### src/hw/rtl/cerq_pkg.sv
// cerq_pkg: shared types and codes for the coalescing event ring queue.
// Transaction structs, mode/status/register codes, entry memory word layout.
// No dependencies.
`timescale 1ns / 1ps

package cerq_pkg;

	// configuration port
	localparam int CFG_IDX_W  = 3;
	localparam int CFG_DATA_W = 31;
	localparam int NUM_REGS   = 6;

	localparam logic [CFG_IDX_W-1:0] REG_MOUSE_MOVE  = 3'd0;
	localparam logic [CFG_IDX_W-1:0] REG_KEY_DOWN    = 3'd1;
	localparam logic [CFG_IDX_W-1:0] REG_ARROW_UP    = 3'd2;
	localparam logic [CFG_IDX_W-1:0] REG_ARROW_DOWN  = 3'd3;
	localparam logic [CFG_IDX_W-1:0] REG_ARROW_LEFT  = 3'd4;
	localparam logic [CFG_IDX_W-1:0] REG_ARROW_RIGHT = 3'd5;

	// request modes
	localparam logic [1:0] MODE_POST_EVENT = 2'd0;
	localparam logic [1:0] MODE_POST_RAW   = 2'd1;
	localparam logic [1:0] MODE_GET_HEAD   = 2'd2;
	localparam logic [1:0] MODE_GET_INDEX  = 2'd3;

	// result status
	localparam logic [2:0] STAT_APPENDED  = 3'd0;
	localparam logic [2:0] STAT_MERGED    = 3'd1;
	localparam logic [2:0] STAT_REJECTED  = 3'd2;
	localparam logic [2:0] STAT_DELIVERED = 3'd3;
	localparam logic [2:0] STAT_NONE      = 3'd4;

	localparam int CODE_W = 31;

	typedef struct packed {
		logic [1:0]         mode;
		logic [3:0]         queue_id;
		logic [15:0]        sender;
		logic signed [31:0] code;
		logic [63:0]        word1;
		logic [63:0]        word2;
		logic [63:0]        word3;
		logic [63:0]        word4;
		logic [63:0]        now;
		logic [4:0]         read_index;
		logic               restart;
	} item_t;

	typedef struct packed {
		logic [2:0]        status;
		logic [CODE_W-1:0] out_code;
		logic [63:0]       out_word1;
		logic [63:0]       out_word2;
		logic [63:0]       out_word3;
		logic [63:0]       out_word4;
		logic [15:0]       out_sender;
		logic [3:0]        out_queue;
		logic [63:0]       read_time;
	} result_t;

	// payload part of one ring entry (code is kept in its own memory)
	typedef struct packed {
		logic [15:0] sender;
		logic [63:0] word1;
		logic [63:0] word2;
		logic [63:0] word3;
		logic [63:0] word4;
	} entry_data_t;

	typedef struct packed {
		logic code_we;
		logic data_we;
	} mem_wr_t;

endpackage

### src/hw/rtl/cerq_ptr_file.sv
// cerq_ptr_file: head and tail slot of every ring.
// Asynchronously reset to zero; one read port, one write port.
// Depends on cerq_pkg.
`timescale 1ns / 1ps

module cerq_ptr_file import cerq_pkg::*; #(
	parameter int NUM_QUEUES = 16,
	parameter int SLOT_W     = 5,
	parameter int QW         = 4
) (
	input  logic              clk,
	input  logic              arst_n,
	input  logic [QW-1:0]     rd_q,
	output logic [SLOT_W-1:0] rd_head,
	output logic [SLOT_W-1:0] rd_tail,
	input  logic              we,
	input  logic [QW-1:0]     wr_q,
	input  logic [SLOT_W-1:0] wr_head,
	input  logic [SLOT_W-1:0] wr_tail
);

	logic [SLOT_W-1:0] head_q [NUM_QUEUES];
	logic [SLOT_W-1:0] tail_q [NUM_QUEUES];

	always_ff @(posedge clk or negedge arst_n) begin
		if (!arst_n) begin
			for (int i = 0; i < NUM_QUEUES; i++) begin
				head_q[i] <= '0;
				tail_q[i] <= '0;
			end
		end else if (we) begin
			head_q[wr_q] <= wr_head;
			tail_q[wr_q] <= wr_tail;
		end
	end

	assign rd_head = head_q[rd_q];
	assign rd_tail = tail_q[rd_q];

endmodule

### config.mk
export PLATFORM = sky130hd
export DESIGN_NAME = cerq_ptr_file
export DESIGN_NICKNAME = d
export VERILOG_FILES = /design/src/hw/rtl/cerq_pkg.sv /design/src/hw/rtl/cerq_ptr_file.sv
export SDC_FILE = /design/constraint.sdc
export NUM_CORES = 1
export LEC_CHECK = 0
export BUFFER_PORTS_ARGS = -buffer_cell sky130_fd_sc_hd__clkbuf_2
export CORE_MARGIN = 1
export CORE_UTILIZATION = 40
export CTS_CLUSTER_SIZE = 16
export DETAILED_ROUTE_END_ITERATION = 6
export GPL_ROUTABILITY_DRIVEN = 0
export GPL_TIMING_DRIVEN = 0
export PLACE_DENSITY = 0.52
export SETUP_SLACK_MARGIN = 0.1
export SLEW_MARGIN = 25
export SYNTH_ARGS = -nofsm -noshare
export SYNTH_HDL_FRONTEND = slang
export SYNTH_SLANG_ARGS = --single-unit
### constraint.sdc
create_clock -name clk -period 1.9 [get_ports clk]
set_input_delay 0.285 -clock clk [delete_from_list [all_inputs] [get_ports clk]]
set_output_delay 0.285 -clock clk [all_outputs]
set_load 0.01 [all_outputs]
==> impl_results.html, run 1 <==
<table>
<tr><th>Metric</th><th>Value</th></tr>
<tr><th colspan="2">Timing</th></tr>
<tr><td>Worst relative slew slack</td><td>between 40% and 50%</td></tr>
<tr><td>Fmax</td><td>0.488 GHz</td></tr>
<tr><td>Unrepaired setup endpoints after global routing</td><td>yes</td></tr>
<tr><td>Final period demand of the worst path</td><td>about 2 ns</td></tr>
<tr><td>Period Utilization, post-route</td><td>108%</td></tr>
<tr><td>Final worst slack</td><td>-0.149 ns</td></tr>
<tr><td>Final hold violations</td><td>0</td></tr>
<tr><td>Final hold slack</td><td>~0.19 ns</td></tr>
<tr><td>Setup violations, final</td><td>10</td></tr>
<tr><td>Final worst clock skew</td><td>0 ns</td></tr>
<tr><td>Max Transition Viols Final</td><td>0</td></tr>
<tr><td>Actual slew at the worst max-slew pin</td><td>0.778 ns</td></tr>
<tr><th colspan="2">Clock tree</th></tr>
<tr><td>Clk Tree Root Cell</td><td>clkbuf_16</td></tr>
<tr><td>Clk sinks</td><td>160</td></tr>
<tr><td># H-tree levels</td><td>4</td></tr>
<tr><td>Maximum number of buffers from clock root to sink</td><td>2</td></tr>
<tr><td>Total CTS buffers</td><td>17</td></tr>
<tr><td>Clock latency on the worst-skew pair</td><td>0.42 ns</td></tr>
<tr><td>Clock transition at the registers of the reported paths</td><td>0.06 ns</td></tr>
<tr><td>CTS tree</td><td>yes</td></tr>
<tr><th colspan="2">Critical path</th></tr>
<tr><td>Data required time at the worst endpoint</td><td>between 1.5 and 2 ns</td></tr>
<tr><td>Crit path capture type</td><td>primary output</td></tr>
<tr><td>Maximum fanout along the worst path</td><td>2</td></tr>
<tr><td>Category of the most critical setup path</td><td>register to primary output</td></tr>
<tr><td>Path depth of the worst reg2reg path</td><td>2</td></tr>
<tr><td>Crit start category</td><td>register</td></tr>
<tr><td>FF-to-FF setup slack</td><td>just over 1 ns</td></tr>
<tr><td>Data arrival, critical path</td><td>between 1.5 and 2 ns</td></tr>
<tr><th colspan="2">Place</th></tr>
<tr><td>HPWL after detailed placement</td><td>~11 mm</td></tr>
<tr><td>Total of buffers placed on input and output ports</td><td>28</td></tr>
<tr><td>Total instance count after detailed placement</td><td>roughly 710</td></tr>
<tr><th colspan="2">Die</th></tr>
<tr><td>Die Height</td><td>137 um</td></tr>
<tr><td>Area of the core</td><td>approximately 18,000 um^2</td></tr>
<tr><td>Initial cell density of the core</td><td>about two fifths</td></tr>
<tr><td>Overall die width</td><td>137 um</td></tr>
<tr><td>Number of cell rows</td><td>49</td></tr>
<tr><td>Total Die Area</td><td>roughly 19,000 um^2</td></tr>
<tr><td>Number of ports placed on the die boundary</td><td>31</td></tr>
<tr><th colspan="2">Routing</th></tr>
<tr><td>Via count</td><td>just over 4,000</td></tr>
<tr><td>Final ANT Viol Nets</td><td>0</td></tr>
<tr><td>Vias per cell</td><td>roughly 5.4</td></tr>
<tr><td>Post-detailed-routing wire length</td><td>16.2 mm</td></tr>
<tr><td>Routed length per instance</td><td>between 20 and 25 um</td></tr>
<tr><td>Detailed-router iteration count before antenna repair</td><td>4</td></tr>
<tr><td>Detailed router's first-iteration violation count</td><td>183</td></tr>
<tr><td>DRC violation count after routing</td><td>0</td></tr>
<tr><th colspan="2">Finish</th></tr>
<tr><td>Share of layout cells above drive strength 1</td><td>about three fifths</td></tr>
<tr><td>Diode insertion count for antenna repair</td><td>0</td></tr>
<tr><td>Total Nets Final</td><td>between 500 and 600</td></tr>
<tr><td>Number of filler cells placed in the layout</td><td>approximately 1,600</td></tr>
<tr><td>Final Non-Filler Cells</td><td>740</td></tr>
<tr><td>Area overhead of the layout relative to synthesis</td><td>16.7%</td></tr>
<tr><th colspan="2">Power</th></tr>
<tr><td>Power per cell area</td><td>~1200 nW/um^2</td></tr>
<tr><td>VDD IR max</td><td>around 0.7 mV</td></tr>
<tr><td>Leakage component of the power</td><td>around 0.0037 uW</td></tr>
<tr><th colspan="2">Yosys</th></tr>
<tr><td>Synthesized instance count</td><td>between 400 and 500</td></tr>
<tr><td>Post-Syn Nets</td><td>467</td></tr>
<tr><td>Seq/Total Area, Yosys</td><td>54.9%</td></tr>
<tr><td>Total of warnings raised by yosys</td><td>0</td></tr>
<tr><td>Cell type with the highest aggregate area in the netlist</td><td>dfrtp_1</td></tr>
<tr><td>Mean Syn Cell Area</td><td>roughly 16 um^2</td></tr>
<tr><td>Top area cells in the synthesized netlist</td><td>dfrtp_1, mux2_2, mux4_2</td></tr>
<tr><td>Number of synthesized register bits</td><td>160</td></tr>
<tr><td>Post-synthesis instance area</td><td>about 7300 um^2</td></tr>
<tr><td>Synth cell types</td><td>24</td></tr>
<tr><td>Post-synth top area share</td><td>around 55%</td></tr>
<tr><th colspan="2">Run status</th></tr>
<tr><td>Failing checks</td><td>negative setup slack</td></tr>
<tr><td>Status</td><td>complete, but fails checks</td></tr>
<tr><th colspan="2">Global routing</th></tr>
<tr><td>Met2 demand-to-capacity share in global routing</td><td>around 30%</td></tr>
<tr><td>Overflow left after global routing</td><td>0</td></tr>
<tr><td>Global-route track usage on met1</td><td>26.6%</td></tr>
<tr><td>Initial antenna violation count</td><td>0</td></tr>
<tr><td>Pin count of the biggest net entering global routing</td><td>70</td></tr>
<tr><td>All-layer global routing usage</td><td>19.0%</td></tr>
<tr><td>Global-route wire length before repair</td><td>approximately 25 mm</td></tr>
<tr><td>GRT met3 Usage</td><td>roughly 4.3%</td></tr>
<tr><td>Top Usage Layer GRT</td><td>met2</td></tr>
<tr><td>Vias in the first global route</td><td>roughly 4,400</td></tr>
<tr><th colspan="2">Worst hold path</th></tr>
<tr><td>Path type of the worst min-delay path</td><td>primary input to register</td></tr>
<tr><td>Instance count along the most critical hold path</td><td>2</td></tr>
<tr><th colspan="2">Job</th></tr>
<tr><td>Maxcap violations</td><td>0</td></tr>
</table>
[through the flow]
| stage | cell area (um^2) | total power [uW] | utilization, % | setup slack, ns | TNS (ns) |
|---|---|---|---|---|---|
| final | 8510 | 10100 | 47.6 | -0.149 | -1.20 |
| after detailed placement | 7790 | 6410 | 43.5 | -0.331 | -2.90 |
| after floorplan | 7300 | 5850 | - | 0.176 | 0 |
| after global routing | 8510 | 10500 | 47.6 | -0.218 | -1.93 |
| after global placement | 7720 | 6290 | 43.1 | -2.18 | -348.36 |
| after CTS | 8500 | 10200 | 47.5 | -0.172 | -1.49 |
[Yosys cell counts, drive strengths merged]
cell	instances
nand3b	2
a22oi	20
nor3b	1
nand3	1
buf	13
and3	1
mux4	40
nand2	12
and2	1
or3	2
nor2	11
dfrtp	160
mux2	160
nand2b	5
clkbuf	15
nor2b	2
[kinds of logic after synthesis]
family,after synthesis,share of synthesized area (%)
simple gates,38,3.14
flops,160,54.9
compound gates,20,2.06
buf+inv,28,1.87
mux,200,38.1
[power breakdown]
group / switching [uW] / internal, uW
Clock: 1460 / 2220
Sequential: 384 / 4200
Combinational: 666 / 1140
Total: 2500 / 7560
[final cells by class]
| type | count | area [um^2] | share of cell area (%) |
|---|---|---|---|
| Buffer | 28 | 154 | 1.81 |
| Clock buffer | 17 | 425 | 5.00 |
| Clock inverter | 15 | 210 | 2.47 |
| Multi-Input combinational cell | 258 | 3200 | 37.6 |
| Sequential cell | 160 | 4000 | 47.0 |
| Tap cell | 229 | 287 | 3.37 |
| Timing Repair Buffer | 33 | 229 | 2.69 |
[cells in the final DEF, fill, tap and decap left out, types with 2 or more instances in the layout]
cell type,netlist,final
a22oi_2,0,9
buf_4,5,3
clkbuf_1,15,13
clkbuf_16,0,17
clkbuf_2,0,28
buf_16,0,2
mux2_2,139,139
buf_1,3,3
nor2_4,2,2
nor2b_1,2,2
nand2b_1,5,5
buf_2,4,5
a22oi_1,20,11
buf_6,1,5
nor2_2,7,8
clkinvlp_4,0,5
nand2_1,12,12
mux2_4,20,20
inv_6,0,3
dfrtp_1,160,160
or3_1,2,2
mux4_2,40,40
clkinv_4,0,3
bufinv_16,0,4
[worst max-delay path: stages (launching register included)]
cell,delay (ns)
dfrtp_1,0.39
mux4_2,0.50
a22oi_2,0.23
nand2_1,0.09
clkbuf_2,0.14
[state kept, by name (all words and copies together), names as in the netlist]
signal,count
tail_q,80
head_q,80
[worst paths after layout]
check,start,to
max in group asynchronous,arst_n,tail_q[17]$_DFFE_PN0P_
setup / recovery,head_q[57]$_DFFE_PN0P_,rd_head[2]
hold / removal,wr_tail[3],tail_q[23]$_DFFE_PN0P_
min in group asynchronous,arst_n,head_q[57]$_DFFE_PN0P_
hold reg to reg,head_q[27]$_DFFE_PN0P_,head_q[27]$_DFFE_PN0P_
setup reg to reg,head_q[41]$_DFFE_PN0P_,head_q[41]$_DFFE_PN0P_
[repair_timing]
| action | 4_1_cts | 5_1_grt |
|---|---|---|
| pin swaps | 11 | 4 |
| buffers inserted | 2 | 0 |
| endpoints found under the hold margin | 36 | 0 |
| endpoints found under the setup margin | 10 | 10 |
| hold buffers | 1 | 0 |
| gates resized for setup | 13 | 4 |
[metal layers]
layer / routed length, um / vias up
met5: 0 / -
met2: 7820 / 55
met1: 7760 / 2183
met4: 132 / 0
li1: - / 1785
met3: 470 / 9
Power figures use the tool's default switching activity.
==> inputs of run 2 (changes only) <==
--- a/config.mk
+++ b/config.mk
@@ -6,13 +6,14 @@
 export NUM_CORES = 1
 export LEC_CHECK = 0
 export BUFFER_PORTS_ARGS = -buffer_cell sky130_fd_sc_hd__clkbuf_2
+export CELL_PAD_IN_SITES_DETAIL_PLACEMENT = 1
+export CELL_PAD_IN_SITES_GLOBAL_PLACEMENT = 1
 export CORE_MARGIN = 1
 export CORE_UTILIZATION = 40
 export CTS_CLUSTER_SIZE = 16
 export DETAILED_ROUTE_END_ITERATION = 6
-export GPL_ROUTABILITY_DRIVEN = 0
 export GPL_TIMING_DRIVEN = 0
-export PLACE_DENSITY = 0.52
+export PLACE_DENSITY = 0.59
 export SETUP_SLACK_MARGIN = 0.1
 export SLEW_MARGIN = 25
 export SYNTH_ARGS = -nofsm -noshare
==> run 2 against run 1 <==
The flow still finishes with violations (negative setup slack). Via count increased by 0.55%. Count of clock-buffer cells in the layout unchanged. Critical path depth unchanged. Largest power group unchanged. Fmax decreased by 0.94%. Power decreased by 2.3%. Clock power decreased by 6.8%. Sequential share of layout area increased by 0.38 points. Register-to-register slack about the same. Combinational power about the same. Worst setup slack got worse by 0.020 ns.
==> impl_results.html, run 2 (same netlist as run 1, synthesis figures left out) <==
<table>
<tr><th>Metric</th><th>Value</th></tr>
<tr><th colspan="2">Routing</th></tr>
<tr><td>Highest metal used</td><td>met4</td></tr>
<tr><td>Routed wl met3</td><td>298 um</td></tr>
<tr><td>Met1 layer wirelength in the final routing</td><td>7.95 mm</td></tr>
<tr><td>Via count</td><td>slightly above 4,000</td></tr>
<tr><td>Final ANT Viol Nets</td><td>0</td></tr>
<tr><td>Post-detailed-routing wire length</td><td>~17 mm</td></tr>
<tr><td>Detailed router's first-iteration violation count</td><td>154</td></tr>
<tr><td>Routed length per instance</td><td>roughly 23 um</td></tr>
<tr><td>DRC violation count after routing</td><td>0</td></tr>
<tr><td>Detail Route met2 WL</td><td>roughly 9 mm</td></tr>
<tr><td>Vias per cell</td><td>5.49</td></tr>
<tr><td>Detailed-router iteration count before antenna repair</td><td>4</td></tr>
<tr><th colspan="2">Power</th></tr>
<tr><td>Total power</td><td>~9800 uW</td></tr>
<tr><td>Leakage component of the power</td><td>~0.0036 uW</td></tr>
<tr><td>Share of power burned in the clock network</td><td>between 30% and 40%</td></tr>
<tr><td>Switching share of total power</td><td>around a quarter</td></tr>
<tr><td>Combinational share of power</td><td>about 18%</td></tr>
<tr><td>VDD IR max</td><td>about 0.83 mV</td></tr>
<tr><td>Share of power burned in registers</td><td>46.8%</td></tr>
<tr><td>Switching Power</td><td>~2500 uW</td></tr>
<tr><td>Power per cell area</td><td>~1200 nW/um^2</td></tr>
<tr><td>Cell internal power dissipation</td><td>about 7300 uW</td></tr>
<tr><th colspan="2">Critical path</th></tr>
<tr><td>Data arrival, critical path</td><td>1.78 ns</td></tr>
<tr><td>Number of buffers and inverters on the critical path</td><td>1</td></tr>
<tr><td>Capturing element of the worst setup path</td><td>rd_head[2]</td></tr>
<tr><td>Data required time at the worst endpoint</td><td>1.62 ns</td></tr>
<tr><td>Path depth of the worst reg2reg path</td><td>2</td></tr>
<tr><td>Critical-path cell list</td><td>mux4_2 &gt; a22oi_2 &gt; nand2_1 &gt; clkbuf_2</td></tr>
<tr><td>Critical path's largest stage delay</td><td>0.47 ns</td></tr>
<tr><td>Category of the most critical setup path</td><td>register to primary output</td></tr>
<tr><td>Cell type group with the largest total delay on the critical path</td><td>multiplexers</td></tr>
<tr><td>Worst setup path start</td><td>head_q[62]$_DFFE_PN0P_</td></tr>
<tr><td>Library cell contributing the largest single delay on the critical path</td><td>mux4_2</td></tr>
<tr><td>Worst reg2reg path startpoint</td><td>head_q[0]$_DFFE_PN0P_</td></tr>
<tr><td>FF-to-FF setup slack</td><td>about 1.0 ns</td></tr>
<tr><td>Maximum fanout along the worst path</td><td>2</td></tr>
<tr><td>Worst r2r dst</td><td>head_q[0]$_DFFE_PN0P_</td></tr>
<tr><td>Crit path capture type</td><td>primary output</td></tr>
<tr><td>Crit start category</td><td>register</td></tr>
<tr><td>Instance count on the critical path</td><td>4</td></tr>
<tr><th colspan="2">Die</th></tr>
<tr><td>Number of cell rows</td><td>49</td></tr>
<tr><td>Overall die width</td><td>137 um</td></tr>
<tr><td>Die Height</td><td>137 um</td></tr>
<tr><td>Area of the core</td><td>approximately 18,000 um^2</td></tr>
<tr><td>Total Die Area</td><td>about 19,000 um^2</td></tr>
<tr><td>Number of ports placed on the die boundary</td><td>31</td></tr>
<tr><td>Initial cell density of the core</td><td>between 40% and 50%</td></tr>
<tr><th colspan="2">Finish</th></tr>
<tr><td>Cell area after layout</td><td>8440 um^2</td></tr>
<tr><td>Top library cells by usage in the layout, fill and taps aside</td><td>dfrtp_1, mux2_2, mux4_2, clkbuf_2, mux2_4</td></tr>
<tr><td>Diode insertion count for antenna repair</td><td>0</td></tr>
<tr><td>Total Nets Final</td><td>just over 500</td></tr>
<tr><td>Share of layout cells above drive strength 1</td><td>between 50% and 60%</td></tr>
<tr><td>Most common library cell in the layout ignoring fill and taps</td><td>dfrtp_1</td></tr>
<tr><td>Utilization after layout</td><td>a little under half</td></tr>
<tr><td>Area overhead of the layout relative to synthesis</td><td>15.7%</td></tr>
<tr><td>Number of filler cells placed in the layout</td><td>roughly 1,700</td></tr>
<tr><td>Area used by multi-input combinational logic</td><td>between 3000 and 4000 um^2</td></tr>
<tr><td>Register cell area after layout</td><td>~4000 um^2</td></tr>
<tr><td>Largest registers in the final layout</td><td>head_q: 80 flops, tail_q: 80 flops</td></tr>
<tr><th colspan="2">Timing</th></tr>
<tr><td>Final period demand of the worst path</td><td>2.07 ns</td></tr>
<tr><td>Setup violations, final</td><td>10</td></tr>
<tr><td>Fmax</td><td>roughly 0.48 GHz</td></tr>
<tr><td>Final worst slack</td><td>-0.168 ns</td></tr>
<tr><td>Worst relative slew slack</td><td>a little under half</td></tr>
<tr><td>TNS Setup</td><td>-1.40 ns</td></tr>
<tr><td>Unrepaired setup endpoints after global routing</td><td>yes</td></tr>
<tr><td>Period Utilization, post-route</td><td>109%</td></tr>
<tr><td>Final worst clock skew</td><td>0 ns</td></tr>
<tr><td>Final hold violations</td><td>0</td></tr>
<tr><td>Actual slew at the worst max-slew pin</td><td>~0.8 ns</td></tr>
<tr><td>Max Transition Viols Final</td><td>0</td></tr>
<tr><th colspan="2">Global routing</th></tr>
<tr><td>Overflow left after global routing</td><td>0</td></tr>
<tr><td>All-layer global routing usage</td><td>about a fifth</td></tr>
<tr><td>Vias in the first global route</td><td>~4,500</td></tr>
<tr><td>Initial antenna violation count</td><td>0</td></tr>
<tr><td>Pin count of the biggest net entering global routing</td><td>86</td></tr>
<tr><td>Global-route wire length before repair</td><td>27.1 mm</td></tr>
<tr><th colspan="2">Place</th></tr>
<tr><td>Placed inst area</td><td>slightly below 8000 um^2</td></tr>
<tr><td>Worst slack at placement</td><td>-0.311 ns</td></tr>
<tr><td>Total of buffers placed on input and output ports</td><td>28</td></tr>
<tr><td>HPWL after detailed placement</td><td>between 10 and 15 mm</td></tr>
<tr><td>Gp weighted congestion</td><td>0.712</td></tr>
<tr><th colspan="2">Run status</th></tr>
<tr><td>Failing checks</td><td>negative setup slack</td></tr>
<tr><td>Status</td><td>complete, but fails checks</td></tr>
<tr><th colspan="2">Worst hold path</th></tr>
<tr><td>Path type of the worst min-delay path</td><td>primary input to register</td></tr>
<tr><th colspan="2">Clock tree</th></tr>
<tr><td>Clock latency on the worst-skew pair</td><td>0.43 ns</td></tr>
<tr><td>Clk Tree Root Cell</td><td>clkbuf_16</td></tr>
<tr><td>CTS tree</td><td>yes</td></tr>
<tr><td>Maximum number of buffers from clock root to sink</td><td>2</td></tr>
<tr><td>Clk sinks</td><td>160</td></tr>
<tr><td># H-tree levels</td><td>4</td></tr>
<tr><td>Total CTS buffers</td><td>17</td></tr>
<tr><td>Clock transition at the registers of the reported paths</td><td>0.07 ns</td></tr>
<tr><th colspan="2">Job</th></tr>
<tr><td>Maxcap violations</td><td>0</td></tr>
</table>
==> run 2: area by class of cell <==
cell class | count | share of cell area, %
Buffer | 28 | 1.88
Clock buffer | 17 | 5.04
Sequential cell | 160 | 47.4
Multi-Input combinational cell | 258 | 38.0
Tap cell | 229 | 3.39
Timing Repair Buffer | 32 | 2.39
Clock inverter | 14 | 1.88
==> run 2: metrics by stage <==
step / std cells / hold slack (ns)
4_1_cts: 738 / 0.150
6_report: 738 / 0.170
5_1_grt: 738 / 0.166
3_5_place_dp: 704 / 0.399
3_3_place_gp: 703 / 0.468
2_1_floorplan: 446 / -0.0106
==> run 2: timing repair <==
| action | CTS | global route |
|---|---|---|
| hold buffers | 1 | 0 |
| pin swaps | 12 | 2 |
| endpoints found under the setup margin | 10 | 10 |
| hold endpoints to repair | 84 | 0 |
| gates resized for setup | 17 | 2 |
| buffers inserted | 2 | 0 |
==> run 2: power by group through the flow <==
stage	clock, uW	combinational, uW	sequential, uW
detailed placement	0	1770	4650
CTS	3500	1830	4600
global placement	0	1700	4590
finish	3420	1810	4600
floorplan	0	1350	4500
global route	3660	1960	4700
==> run 2: how the worst min path moves through the flow <==
stage / from / endpoint / slack (ns) / cells past startpoint
floorplan: arst_n / head_q[0]$_DFFE_PN0P_ / -0.01 / 0
global placement: head_q[27]$_DFFE_PN0P_ / head_q[27]$_DFFE_PN0P_ / 0.47 / 1
detailed placement: arst_n / tail_q[49]$_DFFE_PN0P_ / 0.40 / 1
CTS: wr_head[2] / head_q[27]$_DFFE_PN0P_ / 0.15 / 2
global route: wr_head[2] / head_q[27]$_DFFE_PN0P_ / 0.17 / 2
finish: wr_head[2] / head_q[27]$_DFFE_PN0P_ / 0.17 / 2
==> run 2: metal layers <==
layer | track usage [%] | vias to the layer above
met5 | 0 | -
met4 | 6.59 | 0
met3 | 3.63 | 12
met2 | 33.8 | 41
met1 | 27.2 | 2217
li1 | - | 1784
==> inputs of run 3 (changes only) <==
--- a/config.mk
+++ b/config.mk
@@ -6,14 +6,15 @@
 export NUM_CORES = 1
 export LEC_CHECK = 0
 export BUFFER_PORTS_ARGS = -buffer_cell sky130_fd_sc_hd__clkbuf_2
-export CELL_PAD_IN_SITES_DETAIL_PLACEMENT = 1
-export CELL_PAD_IN_SITES_GLOBAL_PLACEMENT = 1
+export CELL_PAD_IN_SITES_DETAIL_PLACEMENT = 0
+export CELL_PAD_IN_SITES_GLOBAL_PLACEMENT = 2
 export CORE_MARGIN = 1
 export CORE_UTILIZATION = 40
 export CTS_CLUSTER_SIZE = 16
 export DETAILED_ROUTE_END_ITERATION = 6
-export GPL_TIMING_DRIVEN = 0
-export PLACE_DENSITY = 0.59
+export GPL_ROUTABILITY_DRIVEN = 0
+export GPL_TIMING_DRIVEN = 1
+export PLACE_DENSITY = 0.66
 export SETUP_SLACK_MARGIN = 0.1
 export SLEW_MARGIN = 25
 export SYNTH_ARGS = -nofsm -noshare
==> run 3 against run 2 <==
The run still ends with negative setup slack left. Combinational power increased by 3%. Global-route usage shrank 0.92 points. Register-to-register slack hardly changed. Sequential share of layout area is 1.5 points lower. First-iteration DRC count up 18%. Power grew 0.12%. Core utilization is 1.5 points higher. Fmax is 2.5% higher. Worst setup slack better by 0.050 ns. Via count rose by 0.79%. Die area did not move.
==> impl_results.html, run 3 (same netlist as run 1, synthesis figures left out) <==
<table>
<tr><th>Metric</th><th>Value</th></tr>
<tr><th colspan="2">Power</th></tr>
<tr><td>Share of power burned in the clock network</td><td>between 30 and 40%</td></tr>
<tr><td>VDD IR max</td><td>roughly 0.66 mV</td></tr>
<tr><td>Cell internal power dissipation</td><td>~7400 uW</td></tr>
<tr><td>Combinational share of power</td><td>a little under a fifth</td></tr>
<tr><td>Leakage component of the power</td><td>roughly 0.0038 uW</td></tr>
<tr><td>Switching Power</td><td>roughly 2400 uW</td></tr>
<tr><td>Share of power burned in registers</td><td>a little under half</td></tr>
<tr><td>Switching share of total power</td><td>about a quarter</td></tr>
<tr><td>Power per cell area</td><td>around 1100 nW/um^2</td></tr>
<tr><th colspan="2">Finish</th></tr>
<tr><td>Total Nets Final</td><td>roughly 530</td></tr>
<tr><td>Largest registers in the final layout</td><td>head_q: 80 flops, tail_q: 80 flops</td></tr>
<tr><td>Diode insertion count for antenna repair</td><td>0</td></tr>
<tr><td>Most common library cell in the layout ignoring fill and taps</td><td>dfrtp_1</td></tr>
<tr><td>Cell area after layout</td><td>~8700 um^2</td></tr>
<tr><td>Final Non-Filler Cells</td><td>between 700 and 800</td></tr>
<tr><td>Number of filler cells placed in the layout</td><td>1,579</td></tr>
<tr><td>Top library cells by usage in the layout, fill and taps aside</td><td>dfrtp_1, mux2_2, mux4_2, clkbuf_2, buf_4</td></tr>
<tr><td>Share of layout cells above drive strength 1</td><td>about three fifths</td></tr>
<tr><td>Area overhead of the layout relative to synthesis</td><td>19.4%</td></tr>
<tr><th colspan="2">Die</th></tr>
<tr><td>Die Height</td><td>~140 um</td></tr>
<tr><td>Total Die Area</td><td>~19,000 um^2</td></tr>
<tr><td>Number of cell rows</td><td>49</td></tr>
<tr><td>Initial cell density of the core</td><td>40.8%</td></tr>
<tr><td>Area of the core</td><td>17,900 um^2</td></tr>
<tr><td>Number of ports placed on the die boundary</td><td>31</td></tr>
<tr><td>Overall die width</td><td>between 100 and 150 um</td></tr>
<tr><th colspan="2">Clock tree</th></tr>
<tr><td>Clk Tree Root Cell</td><td>clkbuf_16</td></tr>
<tr><td>Clock latency on the worst-skew pair</td><td>between 0.4 and 0.5 ns</td></tr>
<tr><td># H-tree levels</td><td>4</td></tr>
<tr><td>Clock transition at the registers of the reported paths</td><td>0.06 ns</td></tr>
<tr><td>Total CTS buffers</td><td>17</td></tr>
<tr><td>Clk sinks</td><td>between 150 and 200</td></tr>
<tr><td>CTS tree</td><td>yes</td></tr>
<tr><td>Maximum number of buffers from clock root to sink</td><td>2</td></tr>
<tr><th colspan="2">Critical path</th></tr>
<tr><td>Path depth of the worst reg2reg path</td><td>2</td></tr>
<tr><td>Data arrival, critical path</td><td>~1.7 ns</td></tr>
<tr><td>Maximum fanout along the worst path</td><td>2</td></tr>
<tr><td>Critical path's largest stage delay</td><td>approximately 0.5 ns</td></tr>
<tr><td>Library cell contributing the largest single delay on the critical path</td><td>mux4_2</td></tr>
<tr><td>Worst setup path start</td><td>head_q[63]$_DFFE_PN0P_</td></tr>
<tr><td>Category of the most critical setup path</td><td>register to primary output</td></tr>
<tr><td>Data required time at the worst endpoint</td><td>1.62 ns</td></tr>
<tr><td>Critical-path cell list</td><td>mux4_2 &gt; a22oi_2 &gt; nand2_1 &gt; buf_2</td></tr>
<tr><td>Worst r2r dst</td><td>tail_q[42]$_DFFE_PN0P_</td></tr>
<tr><td>Crit start category</td><td>register</td></tr>
<tr><td>FF-to-FF setup slack</td><td>1.02 ns</td></tr>
<tr><td>Capturing element of the worst setup path</td><td>rd_head[3]</td></tr>
<tr><td>Worst reg2reg path startpoint</td><td>tail_q[42]$_DFFE_PN0P_</td></tr>
<tr><td>Crit path capture type</td><td>primary output</td></tr>
<tr><th colspan="2">Global routing</th></tr>
<tr><td>Vias in the first global route</td><td>between 4,000 and 5,000</td></tr>
<tr><td>All-layer global routing usage</td><td>19.5%</td></tr>
<tr><td>Overflow left after global routing</td><td>0</td></tr>
<tr><td>Pin count of the biggest net entering global routing</td><td>53</td></tr>
<tr><td>Initial antenna violation count</td><td>0</td></tr>
<tr><td>Global-route wire length before repair</td><td>26.1 mm</td></tr>
<tr><th colspan="2">Timing</th></tr>
<tr><td>Final period demand of the worst path</td><td>around 2 ns</td></tr>
<tr><td>Actual slew at the worst max-slew pin</td><td>about 0.97 ns</td></tr>
<tr><td>Setup violations, final</td><td>10</td></tr>
<tr><td>Final worst slack</td><td>-0.118 ns</td></tr>
<tr><td>Final hold slack</td><td>about 0.36 ns</td></tr>
<tr><td>Final worst clock skew</td><td>0 ns</td></tr>
<tr><td>Max Transition Viols Final</td><td>0</td></tr>
<tr><td>Unrepaired setup endpoints after global routing</td><td>yes</td></tr>
<tr><td>Fmax</td><td>about 0.50 GHz</td></tr>
<tr><td>Worst relative slew slack</td><td>between 30% and 40%</td></tr>
<tr><td>Period Utilization, post-route</td><td>106%</td></tr>
<tr><td>Final hold violations</td><td>0</td></tr>
<tr><th colspan="2">Place</th></tr>
<tr><td>Placed inst area</td><td>between 7000 and 8000 um^2</td></tr>
<tr><td>Total of buffers placed on input and output ports</td><td>30</td></tr>
<tr><td>HPWL after detailed placement</td><td>approximately 11 mm</td></tr>
<tr><td>Worst slack at placement</td><td>-0.147 ns</td></tr>
<tr><td>Total instance count after detailed placement</td><td>709</td></tr>
<tr><th colspan="2">Routing</th></tr>
<tr><td>Routed length per instance</td><td>roughly 22 um</td></tr>
<tr><td>Post-detailed-routing wire length</td><td>16.4 mm</td></tr>
<tr><td>Vias per cell</td><td>between 5 and 6</td></tr>
<tr><td>DRC violation count after routing</td><td>0</td></tr>
<tr><td>Detailed-router iteration count before antenna repair</td><td>4</td></tr>
<tr><td>Via count</td><td>4,086</td></tr>
<tr><td>Final ANT Viol Nets</td><td>0</td></tr>
<tr><td>Detailed router's first-iteration violation count</td><td>about 180</td></tr>
<tr><th colspan="2">Run status</th></tr>
<tr><td>Failing checks</td><td>negative setup slack</td></tr>
<tr><td>Status</td><td>complete, but fails checks</td></tr>
<tr><th colspan="2">Worst hold path</th></tr>
<tr><td>Path type of the worst min-delay path</td><td>primary input to register</td></tr>
<tr><th colspan="2">Job</th></tr>
<tr><td>Maxcap violations</td><td>0</td></tr>
</table>
[run 3: layer usage]
metal	wire [um]	part of all wire [%]	GRT usage (%)
met5	0	0	0
met4	203	1.2	6.65
met3	745	4.6	3.70
met2	8200	50	30.9
met1	7220	44	26.9
[run 3: cell type report]
type	count	area, um^2	share of cell area (%)
flip-flops and latches	160	4000	46.0
multi-input cells	258	3220	36.9
repair buffers	68	613	7.04
clock inverters	11	131	1.51
clock buffers	21	460	5.29
well taps	229	287	3.29
[run 3: how the worst min path moves through the flow]
stage	slack, ns	cells after the start	endpoint	from
2_1_floorplan	-0.01	0	head_q[0]$_DFFE_PN0P_	arst_n
5_1_grt	0.37	2	head_q[10]$_DFFE_PN0P_	wr_head[0]
3_3_place_gp	0.26	1	tail_q[44]$_DFFE_PN0P_	arst_n
3_5_place_dp	0.28	1	tail_q[44]$_DFFE_PN0P_	arst_n
6_report	0.36	2	head_q[5]$_DFFE_PN0P_	wr_head[0]
4_1_cts	0.33	2	head_q[5]$_DFFE_PN0P_	wr_head[0]
[run 3: power by group through the flow]
stage | registers, uW | clock network (uW) | logic (uW)
2_1_floorplan | 4500 | 0 | 1350
4_1_cts | 4580 | 3480 | 1880
3_5_place_dp | 4640 | 0 | 1810
5_1_grt | 4680 | 3620 | 2020
3_3_place_gp | 4580 | 0 | 1770
6_report | 4580 | 3400 | 1860
[run 3: stage by stage]
step	total power (uW)	utilization [%]	setup TNS, ns
final	9840	48.7	-0.867
after CTS	9940	48.6	-1.15
after global placement	6350	44.6	-1.23
after floorplan	5850	-	0
after global routing	10300	48.7	-1.67
after detailed placement	6450	44.6	-1.03
[run 3: repair_timing]
action	in CTS	in global routing
resized for setup	13	3
setup buffers	3	1
setup endpoints to repair	10	10
gates cloned	1	0
pin swaps	12	1
hold buffers	1	0
endpoints found under the hold margin	47	0
[run 3: critical path: cells and delay by family, from the launching register on]
family | cells | cell delay, ns
multiplexers | 1 | 0.50
AO/OA/AOI/OAI | 1 | 0.22
buffers and inverters | 1 | 0.14
flip-flops | 1 | 0.37
AND/OR/NAND/NOR | 1 | 0.08
